File: src/rtl/tlprw_pkg.sv
`timescale 1ns / 1ps

package tlprw_pkg;

   localparam int DIM_W    = 9;
   localparam int COORD_W  = 8;
   localparam int X_W      = 10;
   localparam int QUO_W    = 10;
   localparam int POS_W    = 16;
   localparam int BYTE_W   = 8;
   localparam int WORD_W   = 32;
   localparam int CNT_W    = 4;
   localparam int SEL_W    = 2;

   localparam logic [CNT_W-1:0] DIV_LOAD_CNT = 4'd0;
   localparam logic [CNT_W-1:0] DIV_LAST_CNT = 4'd10;
   localparam logic [CNT_W-1:0] DIV_SAVE_CNT = 4'd11;
   localparam logic [SEL_W-1:0] DIV_LAST_SEL = 2'd2;
   localparam logic [SEL_W-1:0] MUL_LAST_SEL = 2'd3;

   localparam logic [DIM_W-1:0] RST_SCREEN_WIDTH  = 9'd32;
   localparam logic [DIM_W-1:0] RST_SCREEN_HEIGHT = 9'd8;
   localparam logic [DIM_W-1:0] RST_MODULE_WIDTH  = 9'd8;
   localparam logic [DIM_W-1:0] RST_MODULE_HEIGHT = 9'd8;

   localparam logic CMD_BEGIN   = 1'b0;
   localparam logic CMD_WORD    = 1'b1;
   localparam logic KIND_STATUS = 1'b0;
   localparam logic KIND_PIXEL  = 1'b1;
   localparam logic STATUS_OK   = 1'b0;
   localparam logic STATUS_BAD  = 1'b1;

   typedef enum logic [1:0] {
      REG_SCREEN_WIDTH  = 2'd0,
      REG_SCREEN_HEIGHT = 2'd1,
      REG_MODULE_WIDTH  = 2'd2,
      REG_MODULE_HEIGHT = 2'd3
   } reg_index_type;

   typedef enum logic [SEL_W-1:0] {
      DIV_X_BY_MW  = 2'd0,
      DIV_Y_BY_MH  = 2'd1,
      DIV_SW_BY_MW = 2'd2
   } div_sel_type;

   typedef enum logic [SEL_W-1:0] {
      MUL_TILE = 2'd0,
      MUL_AREA = 2'd1,
      MUL_PART = 2'd2,
      MUL_POS  = 2'd3
   } mul_sel_type;

   typedef struct packed {
      logic             accept;
      logic             div_load;
      logic             div_step;
      logic             div_save;
      logic [SEL_W-1:0] div_sel;
      logic             mul_step;
      logic [SEL_W-1:0] mul_sel;
      logic             push;
   } cmd_type;

   typedef struct packed {
      logic need_calc;
      logic need_result;
      logic out_free;
   } stat_type;

endpackage

File: src/rtl/tlprw_ctrl.sv
`timescale 1ns / 1ps

module tlprw_ctrl (
   input  logic                clock,
   input  logic                reset,
   input  logic                req_valid,
   output logic                req_ready,
   input  tlprw_pkg::stat_type stat,
   output tlprw_pkg::cmd_type  cmd
);

   typedef enum logic [3:0] {
      ST_IDLE = 4'b0001,
      ST_DIV  = 4'b0010,
      ST_MUL  = 4'b0100,
      ST_PUSH = 4'b1000
   } state_type;

   state_type                       state_ff, state_in;
   logic [tlprw_pkg::CNT_W-1:0]     cnt_ff, cnt_in;
   logic [tlprw_pkg::SEL_W-1:0]     sel_ff, sel_in;

   always_comb begin
      state_in  = state_ff;
      cnt_in    = cnt_ff;
      sel_in    = sel_ff;
      req_ready = 1'b0;
      cmd       = '0;
      cmd.div_sel = sel_ff;
      cmd.mul_sel = cnt_ff[tlprw_pkg::SEL_W-1:0];
      case (state_ff)
         ST_IDLE: begin
            req_ready = 1'b1;
            if (req_valid) begin
               cmd.accept = 1'b1;
               cnt_in     = '0;
               sel_in     = '0;
               if (stat.need_calc) begin
                  state_in = ST_DIV;
               end else if (stat.need_result) begin
                  state_in = ST_PUSH;
               end
            end
         end
         ST_DIV: begin
            if (cnt_ff == tlprw_pkg::DIV_LOAD_CNT) begin
               cmd.div_load = 1'b1;
               cnt_in       = cnt_ff + 1'b1;
            end else if (cnt_ff == tlprw_pkg::DIV_SAVE_CNT) begin
               cmd.div_save = 1'b1;
               cnt_in       = '0;
               if (sel_ff == tlprw_pkg::DIV_LAST_SEL) begin
                  state_in = ST_MUL;
               end else begin
                  sel_in = sel_ff + 1'b1;
               end
            end else begin
               cmd.div_step = 1'b1;
               cnt_in       = cnt_ff + 1'b1;
            end
         end
         ST_MUL: begin
            cmd.mul_step = 1'b1;
            cnt_in       = cnt_ff + 1'b1;
            if (cnt_ff[tlprw_pkg::SEL_W-1:0] == tlprw_pkg::MUL_LAST_SEL) begin
               state_in = ST_PUSH;
            end
         end
         ST_PUSH: begin
            if (stat.out_free) begin
               cmd.push = 1'b1;
               state_in = ST_IDLE;
            end
         end
         default: begin
            state_in = ST_IDLE;
         end
      endcase
   end

   always_ff @(posedge clock) begin
      if (reset) begin
         state_ff <= ST_IDLE;
         cnt_ff   <= '0;
         sel_ff   <= '0;
      end else begin
         state_ff <= state_in;
         cnt_ff   <= cnt_in;
         sel_ff   <= sel_in;
      end
   end

endmodule

File: src/rtl/tlprw_dp.sv
`timescale 1ns / 1ps

module tlprw_dp #(
   parameter int MAX_DIM = 256
) (
   input  logic                                clock,
   input  logic                                reset,
   input  tlprw_pkg::cmd_type                  cmd,
   output tlprw_pkg::stat_type                 stat,
   input  logic                                req_cmd,
   input  logic [tlprw_pkg::COORD_W-1:0]       req_origin_x,
   input  logic [tlprw_pkg::COORD_W-1:0]       req_origin_y,
   input  logic [tlprw_pkg::DIM_W-1:0]         req_rect_width,
   input  logic [tlprw_pkg::DIM_W-1:0]         req_rect_height,
   input  logic [tlprw_pkg::DIM_W-1:0]         req_rect_pitch,
   input  logic [tlprw_pkg::WORD_W-1:0]        req_color_word,
   output logic                                rsp_valid,
   input  logic                                rsp_ready,
   output logic                                rsp_kind,
   output logic                                rsp_status,
   output logic [tlprw_pkg::POS_W-1:0]         rsp_strip_index,
   output logic [tlprw_pkg::BYTE_W-1:0]        rsp_red,
   output logic [tlprw_pkg::BYTE_W-1:0]        rsp_green,
   output logic [tlprw_pkg::BYTE_W-1:0]        rsp_blue,
   output logic                                rsp_frame_done,
   input  logic                                csr_we,
   input  logic [1:0]                          csr_index,
   input  logic [tlprw_pkg::DIM_W-1:0]         csr_wdata
);

   localparam int DW = tlprw_pkg::DIM_W;
   localparam int XW = tlprw_pkg::X_W;
   localparam int QW = tlprw_pkg::QUO_W;
   localparam int PW = tlprw_pkg::POS_W;
   localparam int BW = tlprw_pkg::BYTE_W;
   localparam int CW = tlprw_pkg::COORD_W;

   function automatic logic [DW-1:0] eff(input logic [DW-1:0] v);
      logic [DW-1:0] r;
      r = v;
      if (v == '0) begin
         r = DW'(1);
      end else if (32'(v) > MAX_DIM) begin
         r = DW'(MAX_DIM);
      end
      return r;
   endfunction

   logic [DW-1:0] sw_ff, sh_ff, mw_ff, mh_ff;
   logic [DW-1:0] eff_sw, eff_sh, eff_mw, eff_mh;

   logic          active_ff, active_in;
   logic [CW-1:0] start_ff, start_in;
   logic [DW-1:0] col_ff, col_in;
   logic [CW-1:0] row_ff, row_in;
   logic [DW-1:0] rows_ff, rows_in;
   logic [DW-1:0] width_ff, width_in;
   logic [DW-1:0] pitch_ff, pitch_in;

   logic          res_kind_ff, res_kind_in;
   logic          res_status_ff, res_status_in;
   logic          res_done_ff, res_done_in;
   logic [BW-1:0] red_ff, red_in, green_ff, green_in, blue_ff, blue_in;
   logic [XW-1:0] x_ff, x_in;
   logic [CW-1:0] y_ff, y_in;

   logic [XW-1:0] rem_ff, quo_ff;
   logic [DW-1:0] dvs_ff;
   logic [XW-1:0] rem_sh;
   logic [XW:0]   trial;
   logic [QW-1:0] tx_ff, ty_ff, per_row_ff;
   logic [DW-1:0] rx_ff, ry_ff;

   logic [PW-1:0]   tile_ff, area_ff, part_ff, pos_ff;
   logic [PW-1:0]   mul_a, mul_b, mul_add, mul_out;
   logic [2*PW-1:0] prod_full;

   logic          out_valid_ff, out_kind_ff, out_status_ff, out_done_ff;
   logic [PW-1:0] out_pos_ff;
   logic [BW-1:0] out_red_ff, out_green_ff, out_blue_ff;

   logic [XW-1:0] sum_x, sum_y, col_next;
   logic          reject, empty, is_pix, is_last;

   assign eff_sw = eff(sw_ff);
   assign eff_sh = eff(sh_ff);
   assign eff_mw = eff(mw_ff);
   assign eff_mh = eff(mh_ff);

   assign sum_x    = XW'(req_origin_x) + XW'(req_rect_pitch);
   assign sum_y    = XW'(req_origin_y) + XW'(req_rect_height);
   assign reject   = (req_rect_width > req_rect_pitch) || (sum_x > XW'(eff_sw))
                     || (sum_y > XW'(eff_sh));
   assign empty    = (req_rect_width == '0) || (req_rect_height == '0);
   assign is_pix   = active_ff && (col_ff < width_ff);
   assign is_last  = is_pix && (rows_ff == DW'(1)) && (XW'(col_ff) + 1'b1 == XW'(width_ff));
   assign col_next = XW'(col_ff) + 1'b1;

   assign stat.need_calc   = (req_cmd == tlprw_pkg::CMD_WORD) && is_pix;
   assign stat.need_result = (req_cmd == tlprw_pkg::CMD_BEGIN) || stat.need_calc;
   assign stat.out_free    = !out_valid_ff || rsp_ready;

   always_comb begin
      active_in     = active_ff;
      start_in      = start_ff;
      col_in        = col_ff;
      row_in        = row_ff;
      rows_in       = rows_ff;
      width_in      = width_ff;
      pitch_in      = pitch_ff;
      res_kind_in   = res_kind_ff;
      res_status_in = res_status_ff;
      res_done_in   = res_done_ff;
      red_in        = red_ff;
      green_in      = green_ff;
      blue_in       = blue_ff;
      x_in          = x_ff;
      y_in          = y_ff;
      if (cmd.accept) begin
         if (req_cmd == tlprw_pkg::CMD_BEGIN) begin
            active_in     = !reject && !empty;
            start_in      = req_origin_x;
            col_in        = '0;
            row_in        = req_origin_y;
            rows_in       = req_rect_height;
            width_in      = req_rect_width;
            pitch_in      = req_rect_pitch;
            res_kind_in   = tlprw_pkg::KIND_STATUS;
            res_status_in = reject ? tlprw_pkg::STATUS_BAD : tlprw_pkg::STATUS_OK;
            res_done_in   = !reject && empty;
            red_in        = '0;
            green_in      = '0;
            blue_in       = '0;
         end else if (active_ff) begin
            if (is_pix) begin
               res_kind_in   = tlprw_pkg::KIND_PIXEL;
               res_status_in = tlprw_pkg::STATUS_OK;
               res_done_in   = is_last;
               red_in        = req_color_word[23:16];
               green_in      = req_color_word[15:8];
               blue_in       = req_color_word[7:0];
               x_in          = XW'(start_ff) + XW'(col_ff);
               y_in          = row_ff;
            end
            if (is_last) begin
               active_in = 1'b0;
            end else if (col_next >= XW'(pitch_ff)) begin
               col_in  = '0;
               row_in  = row_ff + 1'b1;
               rows_in = rows_ff - 1'b1;
            end else begin
               col_in = col_next[DW-1:0];
            end
         end
      end
   end

   // Restoring divider, one quotient bit per step.
   assign rem_sh = {rem_ff[XW-2:0], quo_ff[XW-1]};
   assign trial  = {1'b0, rem_sh} - (XW+1)'(dvs_ff);

   always_comb begin
      mul_a   = '0;
      mul_b   = '0;
      mul_add = '0;
      case (tlprw_pkg::mul_sel_type'(cmd.mul_sel))
         tlprw_pkg::MUL_TILE: begin
            mul_a   = PW'(per_row_ff);
            mul_b   = PW'(ty_ff);
            mul_add = PW'(tx_ff);
         end
         tlprw_pkg::MUL_AREA: begin
            mul_a = PW'(eff_mw);
            mul_b = PW'(eff_mh);
         end
         tlprw_pkg::MUL_PART: begin
            mul_a   = PW'(ry_ff);
            mul_b   = PW'(eff_mw);
            mul_add = PW'(rx_ff);
         end
         tlprw_pkg::MUL_POS: begin
            mul_a   = tile_ff;
            mul_b   = area_ff;
            mul_add = part_ff;
         end
         default: begin
            mul_a = '0;
         end
      endcase
   end

   assign prod_full = mul_a * mul_b;
   assign mul_out   = prod_full[PW-1:0] + mul_add;

   always_ff @(posedge clock) begin
      if (reset) begin
         sw_ff     <= tlprw_pkg::RST_SCREEN_WIDTH;
         sh_ff     <= tlprw_pkg::RST_SCREEN_HEIGHT;
         mw_ff     <= tlprw_pkg::RST_MODULE_WIDTH;
         mh_ff     <= tlprw_pkg::RST_MODULE_HEIGHT;
         active_ff <= 1'b0;
         start_ff  <= '0;
         col_ff    <= '0;
         row_ff    <= '0;
         rows_ff   <= '0;
         width_ff  <= '0;
         pitch_ff  <= '0;
      end else begin
         if (csr_we) begin
            case (tlprw_pkg::reg_index_type'(csr_index))
               tlprw_pkg::REG_SCREEN_WIDTH:  sw_ff <= csr_wdata;
               tlprw_pkg::REG_SCREEN_HEIGHT: sh_ff <= csr_wdata;
               tlprw_pkg::REG_MODULE_WIDTH:  mw_ff <= csr_wdata;
               tlprw_pkg::REG_MODULE_HEIGHT: mh_ff <= csr_wdata;
               default: begin
                  sw_ff <= sw_ff;
               end
            endcase
         end
         active_ff <= active_in;
         start_ff  <= start_in;
         col_ff    <= col_in;
         row_ff    <= row_in;
         rows_ff   <= rows_in;
         width_ff  <= width_in;
         pitch_ff  <= pitch_in;
      end
   end

   always_ff @(posedge clock) begin
      res_kind_ff   <= res_kind_in;
      res_status_ff <= res_status_in;
      res_done_ff   <= res_done_in;
      red_ff        <= red_in;
      green_ff      <= green_in;
      blue_ff       <= blue_in;
      x_ff          <= x_in;
      y_ff          <= y_in;
      if (cmd.div_load) begin
         rem_ff <= '0;
         case (tlprw_pkg::div_sel_type'(cmd.div_sel))
            tlprw_pkg::DIV_X_BY_MW: begin
               quo_ff <= x_ff;
               dvs_ff <= eff_mw;
            end
            tlprw_pkg::DIV_Y_BY_MH: begin
               quo_ff <= XW'(y_ff);
               dvs_ff <= eff_mh;
            end
            tlprw_pkg::DIV_SW_BY_MW: begin
               quo_ff <= XW'(eff_sw);
               dvs_ff <= eff_mw;
            end
            default: begin
               quo_ff <= '0;
               dvs_ff <= eff_mw;
            end
         endcase
      end else if (cmd.div_step) begin
         if (!trial[XW]) begin
            rem_ff <= trial[XW-1:0];
            quo_ff <= {quo_ff[XW-2:0], 1'b1};
         end else begin
            rem_ff <= rem_sh;
            quo_ff <= {quo_ff[XW-2:0], 1'b0};
         end
      end
      if (cmd.div_save) begin
         case (tlprw_pkg::div_sel_type'(cmd.div_sel))
            tlprw_pkg::DIV_X_BY_MW: begin
               tx_ff <= quo_ff;
               rx_ff <= rem_ff[DW-1:0];
            end
            tlprw_pkg::DIV_Y_BY_MH: begin
               ty_ff <= quo_ff;
               ry_ff <= rem_ff[DW-1:0];
            end
            tlprw_pkg::DIV_SW_BY_MW: begin
               per_row_ff <= quo_ff;
            end
            default: begin
               per_row_ff <= per_row_ff;
            end
         endcase
      end
      if (cmd.mul_step) begin
         case (tlprw_pkg::mul_sel_type'(cmd.mul_sel))
            tlprw_pkg::MUL_TILE: tile_ff <= mul_out;
            tlprw_pkg::MUL_AREA: area_ff <= mul_out;
            tlprw_pkg::MUL_PART: part_ff <= mul_out;
            tlprw_pkg::MUL_POS:  pos_ff  <= mul_out;
            default: begin
               tile_ff <= tile_ff;
            end
         endcase
      end
      if (cmd.push) begin
         out_kind_ff   <= res_kind_ff;
         out_status_ff <= res_status_ff;
         out_done_ff   <= res_done_ff;
         out_pos_ff    <= pos_ff;
         out_red_ff    <= red_ff;
         out_green_ff  <= green_ff;
         out_blue_ff   <= blue_ff;
      end
   end

   always_ff @(posedge clock) begin
      if (reset) begin
         out_valid_ff <= 1'b0;
      end else if (cmd.push) begin
         out_valid_ff <= 1'b1;
      end else if (rsp_ready) begin
         out_valid_ff <= 1'b0;
      end
   end

   assign rsp_valid       = out_valid_ff;
   assign rsp_kind        = out_kind_ff;
   assign rsp_status      = out_status_ff;
   assign rsp_strip_index = (out_kind_ff == tlprw_pkg::KIND_PIXEL) ? out_pos_ff : '0;
   assign rsp_red         = out_red_ff;
   assign rsp_green       = out_green_ff;
   assign rsp_blue        = out_blue_ff;
   assign rsp_frame_done  = out_done_ff;

endmodule

File: src/rtl/tiled_led_panel_rect_writer_core.sv
`timescale 1ns / 1ps
// Rectangle writer for a panel tiled from row-major LED modules.
// The req channel takes words: a begin word (cmd 0) with origin, width, height and
// pitch, then pixel words (cmd 1) row by row, pitch words per row. Every begin
// returns one status word on the rsp channel; every visible pixel word returns one
// pixel word with its strip index and red, green and blue bytes. Padding words and
// pixel words that arrive while no write is open return nothing.
// A begin word's status passes through the result register and then the rsp
// register. The next word is taken only once the result is pushed. A visible pixel
// word keeps the block busy from acceptance to the next acceptance: a shared 10-step
// serial divider runs three divisions (x and y by the module size, modules per row),
// then a shared 16-bit multiplier takes four steps. Padding and dropped words do not
// leave idle. The csr port writes one of the four geometry registers per write.
// Reset restores the default geometry, closes any open write and empties the
// rsp register. While rsp_ready is low the finished word holds in its register;
// the block still accepts the next req word and works on it, and waits only when
// its own result is ready and the rsp register is still full.

module tiled_led_panel_rect_writer_core #(
   parameter int MAX_DIM = 256
) (
   input  logic                          clock,
   input  logic                          reset,
   input  logic                          req_valid,
   output logic                          req_ready,
   input  logic                          req_cmd,
   input  logic [tlprw_pkg::COORD_W-1:0] req_origin_x,
   input  logic [tlprw_pkg::COORD_W-1:0] req_origin_y,
   input  logic [tlprw_pkg::DIM_W-1:0]   req_rect_width,
   input  logic [tlprw_pkg::DIM_W-1:0]   req_rect_height,
   input  logic [tlprw_pkg::DIM_W-1:0]   req_rect_pitch,
   input  logic [tlprw_pkg::WORD_W-1:0]  req_color_word,
   output logic                          rsp_valid,
   input  logic                          rsp_ready,
   output logic                          rsp_kind,
   output logic                          rsp_status,
   output logic [tlprw_pkg::POS_W-1:0]   rsp_strip_index,
   output logic [tlprw_pkg::BYTE_W-1:0]  rsp_red,
   output logic [tlprw_pkg::BYTE_W-1:0]  rsp_green,
   output logic [tlprw_pkg::BYTE_W-1:0]  rsp_blue,
   output logic                          rsp_frame_done,
   input  logic                          csr_we,
   input  logic [1:0]                    csr_index,
   input  logic [tlprw_pkg::DIM_W-1:0]   csr_wdata
);

   tlprw_pkg::cmd_type  cmd;
   tlprw_pkg::stat_type stat;

   tlprw_ctrl u_ctrl (
      .clock     (clock),
      .reset     (reset),
      .req_valid (req_valid),
      .req_ready (req_ready),
      .stat      (stat),
      .cmd       (cmd)
   );

   tlprw_dp #(
      .MAX_DIM (MAX_DIM)
   ) u_dp (
      .clock           (clock),
      .reset           (reset),
      .cmd             (cmd),
      .stat            (stat),
      .req_cmd         (req_cmd),
      .req_origin_x    (req_origin_x),
      .req_origin_y    (req_origin_y),
      .req_rect_width  (req_rect_width),
      .req_rect_height (req_rect_height),
      .req_rect_pitch  (req_rect_pitch),
      .req_color_word  (req_color_word),
      .rsp_valid       (rsp_valid),
      .rsp_ready       (rsp_ready),
      .rsp_kind        (rsp_kind),
      .rsp_status      (rsp_status),
      .rsp_strip_index (rsp_strip_index),
      .rsp_red         (rsp_red),
      .rsp_green       (rsp_green),
      .rsp_blue        (rsp_blue),
      .rsp_frame_done  (rsp_frame_done),
      .csr_we          (csr_we),
      .csr_index       (csr_index),
      .csr_wdata       (csr_wdata)
   );

endmodule

File: config.mk
export PLATFORM = sky130hd
export DESIGN_NAME = tiled_led_panel_rect_writer_core
export DESIGN_NICKNAME = d
export VERILOG_FILES = /design/src/rtl/tlprw_pkg.sv /design/src/rtl/tlprw_ctrl.sv /design/src/rtl/tlprw_dp.sv /design/src/rtl/tiled_led_panel_rect_writer_core.sv
export SDC_FILE = /design/constraint.sdc
export NUM_CORES = 1
export LEC_CHECK = 0
export BUFFER_PORTS_ARGS = -buffer_cell sky130_fd_sc_hd__buf_4
export CAP_MARGIN = 5
export CELL_PAD_IN_SITES_DETAIL_PLACEMENT = 1
export CELL_PAD_IN_SITES_GLOBAL_PLACEMENT = 1
export CORE_AREA = 2 2 204 206
export CTS_BUF_LIST = sky130_fd_sc_hd__clkbuf_8
export CTS_CLUSTER_SIZE = 28
export DETAILED_ROUTE_END_ITERATION = 6
export DIE_AREA = 0 0 206 208
export PLACE_DENSITY_LB_ADDON = 0.25
export SYNTH_ARGS = -nofsm -noshare
export SYNTH_HDL_FRONTEND = slang
export SYNTH_SLANG_ARGS = --single-unit
export TNS_END_PERCENT = 100
File: constraint.sdc
create_clock -name clock -period 8.9 [get_ports clock]
set_input_delay 0.445 -clock clock [delete_from_list [all_inputs] [get_ports clock]]
set_output_delay 0.445 -clock clock [all_outputs]
set_load 0.02 [all_outputs]
==> results of run 1 <==
[critical path, stage by stage (launching register included)]
cell and delay [ns]:
dfxtp_1 0.38, inv_1 0.11, ha_1 0.69, a222oi_1 0.28, a21oi_1 0.70, nand2_1 0.16
fa_1 0.52, fa_1 0.53, inv_1 0.06, fa_1 0.48, fa_1 0.55, inv_1 0.06
fa_1 0.52, fa_1 0.45, xnor2_1 0.29, xnor2_1 0.17, xnor2_1 0.17, xnor2_1 0.18
xnor2_1 0.11, xnor2_1 0.23, xnor2_1 0.19, xnor2_1 0.59
[final cells by class]
cell class              instances  area [sq um]  area share [%]
inverters                     229           860            3.79
repair buffers                147          1100            4.87
multi-input cells            1325         10100            44.7
clock buffers                  70           963            4.25
clock inverters                32           181           0.801
well taps                     532           666            2.94
flip-flops and latches        328          8760            38.7
[synthesized netlist by cell type (14+ instances only)]
| library cell | count | area share (%) |
|---|---|---|
| a21oi_1 | 125 | 3.1 |
| a222oi_1 | 18 | 0.90 |
| and2_1 | 54 | 1.7 |
| buf_2 | 15 | 0.38 |
| clkbuf_1 | 37 | 0.69 |
| dfxtp_1 | 109 | 11 |
| edfxtp_1 | 219 | 33 |
| fa_1 | 98 | 9.8 |
| ha_1 | 143 | 8.9 |
| inv_1 | 224 | 4.2 |
| mux2i_1 | 17 | 0.85 |
| nand2_1 | 249 | 4.7 |
| nand2b_1 | 28 | 0.88 |
| nand3_1 | 40 | 1.0 |
| nand3b_1 | 22 | 0.83 |
| nor2_1 | 136 | 2.6 |
| nor2b_1 | 29 | 0.91 |
| nor3_1 | 27 | 0.68 |
| o21a_1 | 17 | 0.64 |
| o21ai_0 | 45 | 1.1 |
| o21ai_1 | 14 | 0.35 |
| or2_2 | 15 | 0.47 |
| xnor2_1 | 66 | 2.9 |
[registers in the layout (all words and copies together) (netlist names), 9 cells and up]
name             count
u_dp.area_ff        16
u_dp.out_pos_ff     16
u_dp.part_ff        16
u_dp.pos_ff         16
u_dp.tile_ff        16
u_dp.per_row_ff     10
u_dp.quo_ff         10
u_dp.tx_ff          10
u_dp.ty_ff          10
u_dp.x_ff           10
u_dp.col_ff          9
u_dp.dvs_ff          9
u_dp.mh_ff           9
u_dp.mw_ff           9
u_dp.pitch_ff        9
u_dp.rem_ff          9
u_dp.rows_ff         9
u_dp.rx_ff           9
u_dp.ry_ff           9
u_dp.sh_ff           9
u_dp.sw_ff           9
u_dp.width_ff        9
[final timing paths]
check | end | slack [ns] | depth (start not counted)
worst min register to register | u_dp.out_pos_ff[12]$_DFFE_PP_ | 0.42 | 0
worst max register to register | u_dp.area_ff[15]$_DFFE_PP_ | 1.15 | 21
worst min-delay path | u_dp.width_ff[7]$_SDFFE_PP0P_ | 0.07 | 3
worst max-delay path | u_dp.area_ff[15]$_DFFE_PP_ | 1.15 | 21
[cell families after synthesis]
kind of cell / Yosys count / share of synthesized area [%]
AOI/OAI and AO/OA: 325 / 11.0
xor gates and xnor gates: 83 / 3.87
adders and majority gates: 241 / 18.7
buffers and inverters: 296 / 5.74
DFF: 328 / 43.8
muxes: 26 / 1.36
and+or+nand+nor: 650 / 15.6
[metrics by stage]
step           instances  hold slack [ns]
2_1_floorplan       1949            0.400
3_3_place_gp        2561            0.401
3_5_place_dp        2561            0.406
4_1_cts             2663           0.0303
5_1_grt             2663           0.0370
6_report            2663           0.0704
[per-layer routing]
metal | vias to the layer above | wire length, microns | GRT usage [%]
li1 | 6938 | - | -
met4 | 0 | 3090 | 13.9
met2 | 470 | 31200 | 51.2
met1 | 7518 | 21800 | 31.0
met3 | 146 | 3160 | 5.31
met5 | - | 0 | 0
[power breakdown]
group	internal (mW)	leakage [nW]	switching (mW)	total [mW]
sequential	2.48	2.89	0.0321	2.52
clock	0.762	0.663	0.640	1.40
combinational	1.76	5.70	3.45	5.21
total	5.00	9.25	4.12	9.12
==> summary.txt, run 1 <==
Setup path
  – Crit Path Category: reg -> reg
  – Worst EP arrival: 8.08 ns
  – Nature of the critical path startpoint: flop
  – Required @ worst endpoint: about 9.2 ns
  – CP Capture Type: flop
  – Crit path from: u_ctrl.cnt_ff[0]$_SDFFE_PP0P_
  – CP max FO: 20
  – Worst r2r src: u_ctrl.cnt_ff[0]$_SDFFE_PP0P_

STA
  – Fin crit period: 7.75 ns
  – Final Hold Fails: 0
  – Worst Slack Setup Final: 1.15 ns
  – Slew margin rel.: 16.5%
  – Fin. max-slew vios: 0
  – RSZ-0062 raised after global routing: no
  – Fmax: 0.129 GHz
  – Endpoints failing setup: 0
  – Fin crit share: 87.1%
  – Final Skew: 0.0361 ns
  – Fin Setup TNS: 0 ns
  – Worst-margin pin slew: about 1.2 ns

Floorplanning
  – I/O Pins: 137
  – Die Span Y: 208 microns
  – Die area: 0.0428 sq mm
  – Initial Utilization: 49.4%
  – Die width: 206 microns
  – Num rows: 74
  – Placeable Area: about 0.041 sq mm

Clock tree
  – Post-CTS setup buffers: 0
  – Bufs on Longest Clock Path: 3
  – PostCTS Resize Cnt: 0
  – CTS tree: built
  – H-tree depth: 2
  – Clk_lat worst skew: 0.64 ns
  – CTS hold repair buffers: 0
  – Clock sinks: between 300 and 400
  – Clk pin slew, worst setup/hold paths: ~0.06 ns
  – CTS Buf Count: 56
  – CTS Root Cell: clkbuf_8

Place
  – Gpl congestion: 0.890
  – Placed Area: roughly 0.022 sq mm
  – Buffers on Ports: roughly 130
  – Pre-CTS setup slack: roughly 1.2 ns
  – Post-DP HPWL: 45,000 microns

Cells and area
  – Fraction of layout cells with a size suffix above 1: 13.9%
  – Commonest non-fill, non-tap cell in the layout: nand2_1
  – Fill count: 4,507
  – Inserted Diodes: 0
  – Area growth from synthesis to layout: 13.2%
  – Nets: 2,420
  – Most frequent cells in the layout: nand2_1 (249), inv_1 (242), edfxtp_1 (219)
  – Cell area after layout: 0.0227 sq mm
  – Post-Route Utilization: a little under three fifths

Synth
  – Synth async-reset ratio: 0%
  – Register bit total from synthesis: 328
  – Synth cell types: 78
  – Post-synth EDFFs: between 200 and 250
  – Synth Instances: 1,949
  – Top FF cell, synth: edfxtp_1
  – Seq/Total Area, Yosys: 43.8%
  – Mapped cell area: ~0.020 sq mm
  – Syn_area_per_cell: 10.3 sq um
  – Yosys Warn Count: 0
  – Syn Nets: ~2,300

Hold path
  – Min-delay worst type: in -> reg
  – Worst hold start: req_rect_width[7]

Power
  – Pwr Total: 9.12 mW
  – Lkg Pwr: 9.25 nW
  – Power density over the cells: ~400 mW/mm^2
  – Worst vdd ir: 0.683 mV

Routing
  – Avg Vias per Cell: 5.66
  – DR pass1 iterations: 7
  – Routed Antenna Nets: 0
  – Total number of vias: between 15,000 and 20,000
  – WL/cell: 22.3 microns
  – DRC Markers: 0
  – WL final: 59,300 microns
  – DR iter-0 viols: 830

GRT
  – GRT Resource Usage Total: 28.1%
  – Grt ovf: 0
  – Vias in the first global route: 16,600
  – First-pass GRT wire length: a little over 90,000 microns
  – Largest net degree at the start of global routing: between 70 and 80
  – Initial antenna violation count: 0

Run
  – Max-cap viol count: 0

Run status
  – Run status: finished clean
Power figures use the tool's default switching activity.
==> run 2: changes to the inputs <==
- ABC_AREA: unset -> 1
- CORE_AREA: 2 2 204 206 -> 2 2 207 209
- DIE_AREA: 0 0 206 208 -> 0 0 209 211
==> summary.txt, run 2 <==
Cells and area
  – Non-Filler Instances: 3,007
  – Most frequent cells in the layout: nand2_1 (432), inv_1 (402), edfxtp_1 (219)
  – Nets: 2,752
  – Seq. cell area: a little under 0.009 sq mm
  – Post-Route Utilization: 55.2%
  – Fill count: 4,894
  – Multi-input gate area: between 0.009 and 0.01 sq mm
  – Area growth from synthesis to layout: 13.4%
  – Fraction of layout cells with a size suffix above 1: 11.9%
  – Commonest non-fill, non-tap cell in the layout: nand2_1

Synth
  – Cell taking the most area after synthesis: edfxtp_1
  – Adder-cell area share of the yosys netlist: 18.4%
  – Post-Synth Simple-Gate Area: 16.9%
  – Largest family of logic cells by synthesized area: adder cells
  – Top FF cell, synth: edfxtp_1
  – Seq/Total Area, Yosys: 43.1%
  – Yosys Warn Count: 0
  – Top cells by area, synth: edfxtp_1 (32%), dfxtp_1 (11%), fa_1 (9.6%)
  – Top-count cell post-synth: nand2_1
  – Yosys top cell area share: 32.3%
  – Post-synthesis mux area share: less than 1%
  – Mapped cell area: 0.0203 sq mm
  – Syn_area_per_cell: 8.98 sq um
  – Register bit total from synthesis: 328
  – Synth async-reset ratio: 0%
  – Post-synth EDFFs: 219
  – Synth cell types: 62
  – Top cells by count, synth: nand2_1 (432), inv_1 (391), edfxtp_1 (219), nor2_1 (209)
  – Compound-gate portion of the synthesized area: 9.93%
  – Syn Nets: 2,599
  – Xor and xnor area share after synthesis: 2.48%
  – Synth Instances: 2,266

STA
  – Fin Setup TNS: 0 ns
  – Fin crit share: about 90%
  – Hold WS: 0.0367 ns
  – Fmax: 0.125 GHz
  – Slew margin rel.: between 10% and 20%
  – RSZ-0062 raised after global routing: no
  – Fin. max-slew vios: 0
  – Final Skew: 0.0493 ns
  – Fin crit period: 7.97 ns
  – Final Hold Fails: 0
  – Worst-margin pin slew: 1.21 ns
  – Endpoints failing setup: 0

GRT
  – Vias in the first global route: 17,900
  – GRT Resource Usage Total: 28.0%
  – Grt ovf: 0
  – Initial antenna violation count: 1
  – First-pass GRT wire length: between 90,000 and 100,000 microns
  – Largest net degree at the start of global routing: 57

Floorplanning
  – Initial Utilization: 48.7%
  – Die Span Y: about 210 microns
  – Num rows: 75
  – Die area: 0.0441 sq mm
  – Placeable Area: 0.0418 sq mm
  – Die width: 209 microns
  – I/O Pins: 137

Routing
  – WL final: between 60,000 and 70,000 microns
  – DR iter-0 viols: about 970
  – DRC Markers: 0
  – DR WL met3: 3200 microns
  – DRT met1 WL: 23,700 microns
  – Avg Vias per Cell: 5.43
  – DR pass1 iterations: 5
  – Total number of vias: roughly 16,000
  – WL met2: 31,000 microns
  – Routed Antenna Nets: 0
  – Highest metal used: met4
  – WL/cell: 20.1 microns

Run
  – Max-cap viol count: 0

Clock tree
  – CTS tree: built
  – CTS Root Cell: clkbuf_8
  – CTS Buf Count: 56
  – PostCTS Resize Cnt: 0
  – Clk_lat worst skew: 0.66 ns
  – Clk pin slew, worst setup/hold paths: 0.07 ns
  – Bufs on Longest Clock Path: 3
  – Clock sinks: around 330
  – H-tree depth: 2

Setup path
  – CP max FO: 18
  – CP max stage cell: o311ai_0
  – Buf/Inv on CP: 7
  – CP delay by family, top: adder cells
  – Crit Path Category: reg -> reg
  – Required @ worst endpoint: 9.23 ns
  – Worst EP arrival: around 8.3 ns
  – Critical path depth in cells: 25
  – Worst r2r path cells: 25
  – CP Capture Type: flop
  – CP max stage delay: 0.66 ns
  – Nature of the critical path startpoint: flop

Place
  – Buffers on Ports: 128
  – Gpl congestion: 0.903
  – Placed cell count: roughly 2,900
  – Post-DP HPWL: 47,100 microns

Hold path
  – Hold Crit Depth: 3
  – Min-delay worst type: in -> reg

Run status
  – Run status: finished clean
-- run 2: cell types whose count changed after synthesis, sizes merged, moves of 29 or more --
cell and delta:
and2 -54, o21ai +68, nor2b -29, nand2 +189, nand3 +55, xnor2 -50
nor2 +78, inv +176
-- run 2: worst paths after layout --
kind,slack (ns),end,startpoint
max,0.93,u_dp.area_ff[15]$_DFFE_PP_,u_ctrl.cnt_ff[0]$_SDFFE_PP0P_
min,0.04,u_dp.blue_ff[5]$_SDFFCE_PN0P_,req_color_word[5]
max reg2reg,0.93,u_dp.area_ff[15]$_DFFE_PP_,u_ctrl.cnt_ff[0]$_SDFFE_PP0P_
min reg2reg,0.41,u_dp.out_pos_ff[0]$_DFFE_PP_,u_dp.pos_ff[0]$_DFFE_PP_
-- run 2: worst register-to-register path, delay by kind of cell, from the launching register on --
kind                     cells  cell delay [ns]
adder cells (fa/ha/maj)      8             3.94
AND/OR/NAND/NOR              8             1.57
AO/OA/AOI/OAI                2             0.90
buffers and inverters        7             0.79
flip-flops                   1             0.44
-- run 2: metrics by stage --
step	instance area [sq um]	setup slack (ns)
after floorplan	20300	2.64
after global placement	21900	1.19
after detailed placement	21900	1.06
after CTS	23100	1.00
after global routing	23100	0.651
final	23100	0.928
-- run 2: logic make-up after synthesis --
| group | after synthesis |
|---|---|
| xor+xnor | 56 |
| compound gates | 353 |
| simple gates | 819 |
| flops | 328 |
| mux | 8 |
| fa+ha+maj | 241 |
| buf+inv | 461 |
-- run 2: cell type report --
class	count	share of cell area, %
inverter	407	6.64
clock buffer	63	3.76
tap	539	2.92
multi-input combinational	1477	42.6
antenna	1	0.0109
sequential	328	38.0
timing repair buffer	149	4.87
clock inverter	43	1.20
-- run 2: routing by layer --
layer	vias up	global-route usage [%]
met1	8010	32.7
met5	-	0
met2	460	50.6
li1	7692	-
met4	0	12.6
met3	151	4.62
-- run 2: timing repair --
item	in CTS	in global routing
setup buffers	0	0
endpoints found under the hold margin	2	0
hold buffers	2	0
Power of run 2 is left out: the tool's default activity adds up to more than one toggle a clock period on the data nets, which glitch-free logic cannot reach.
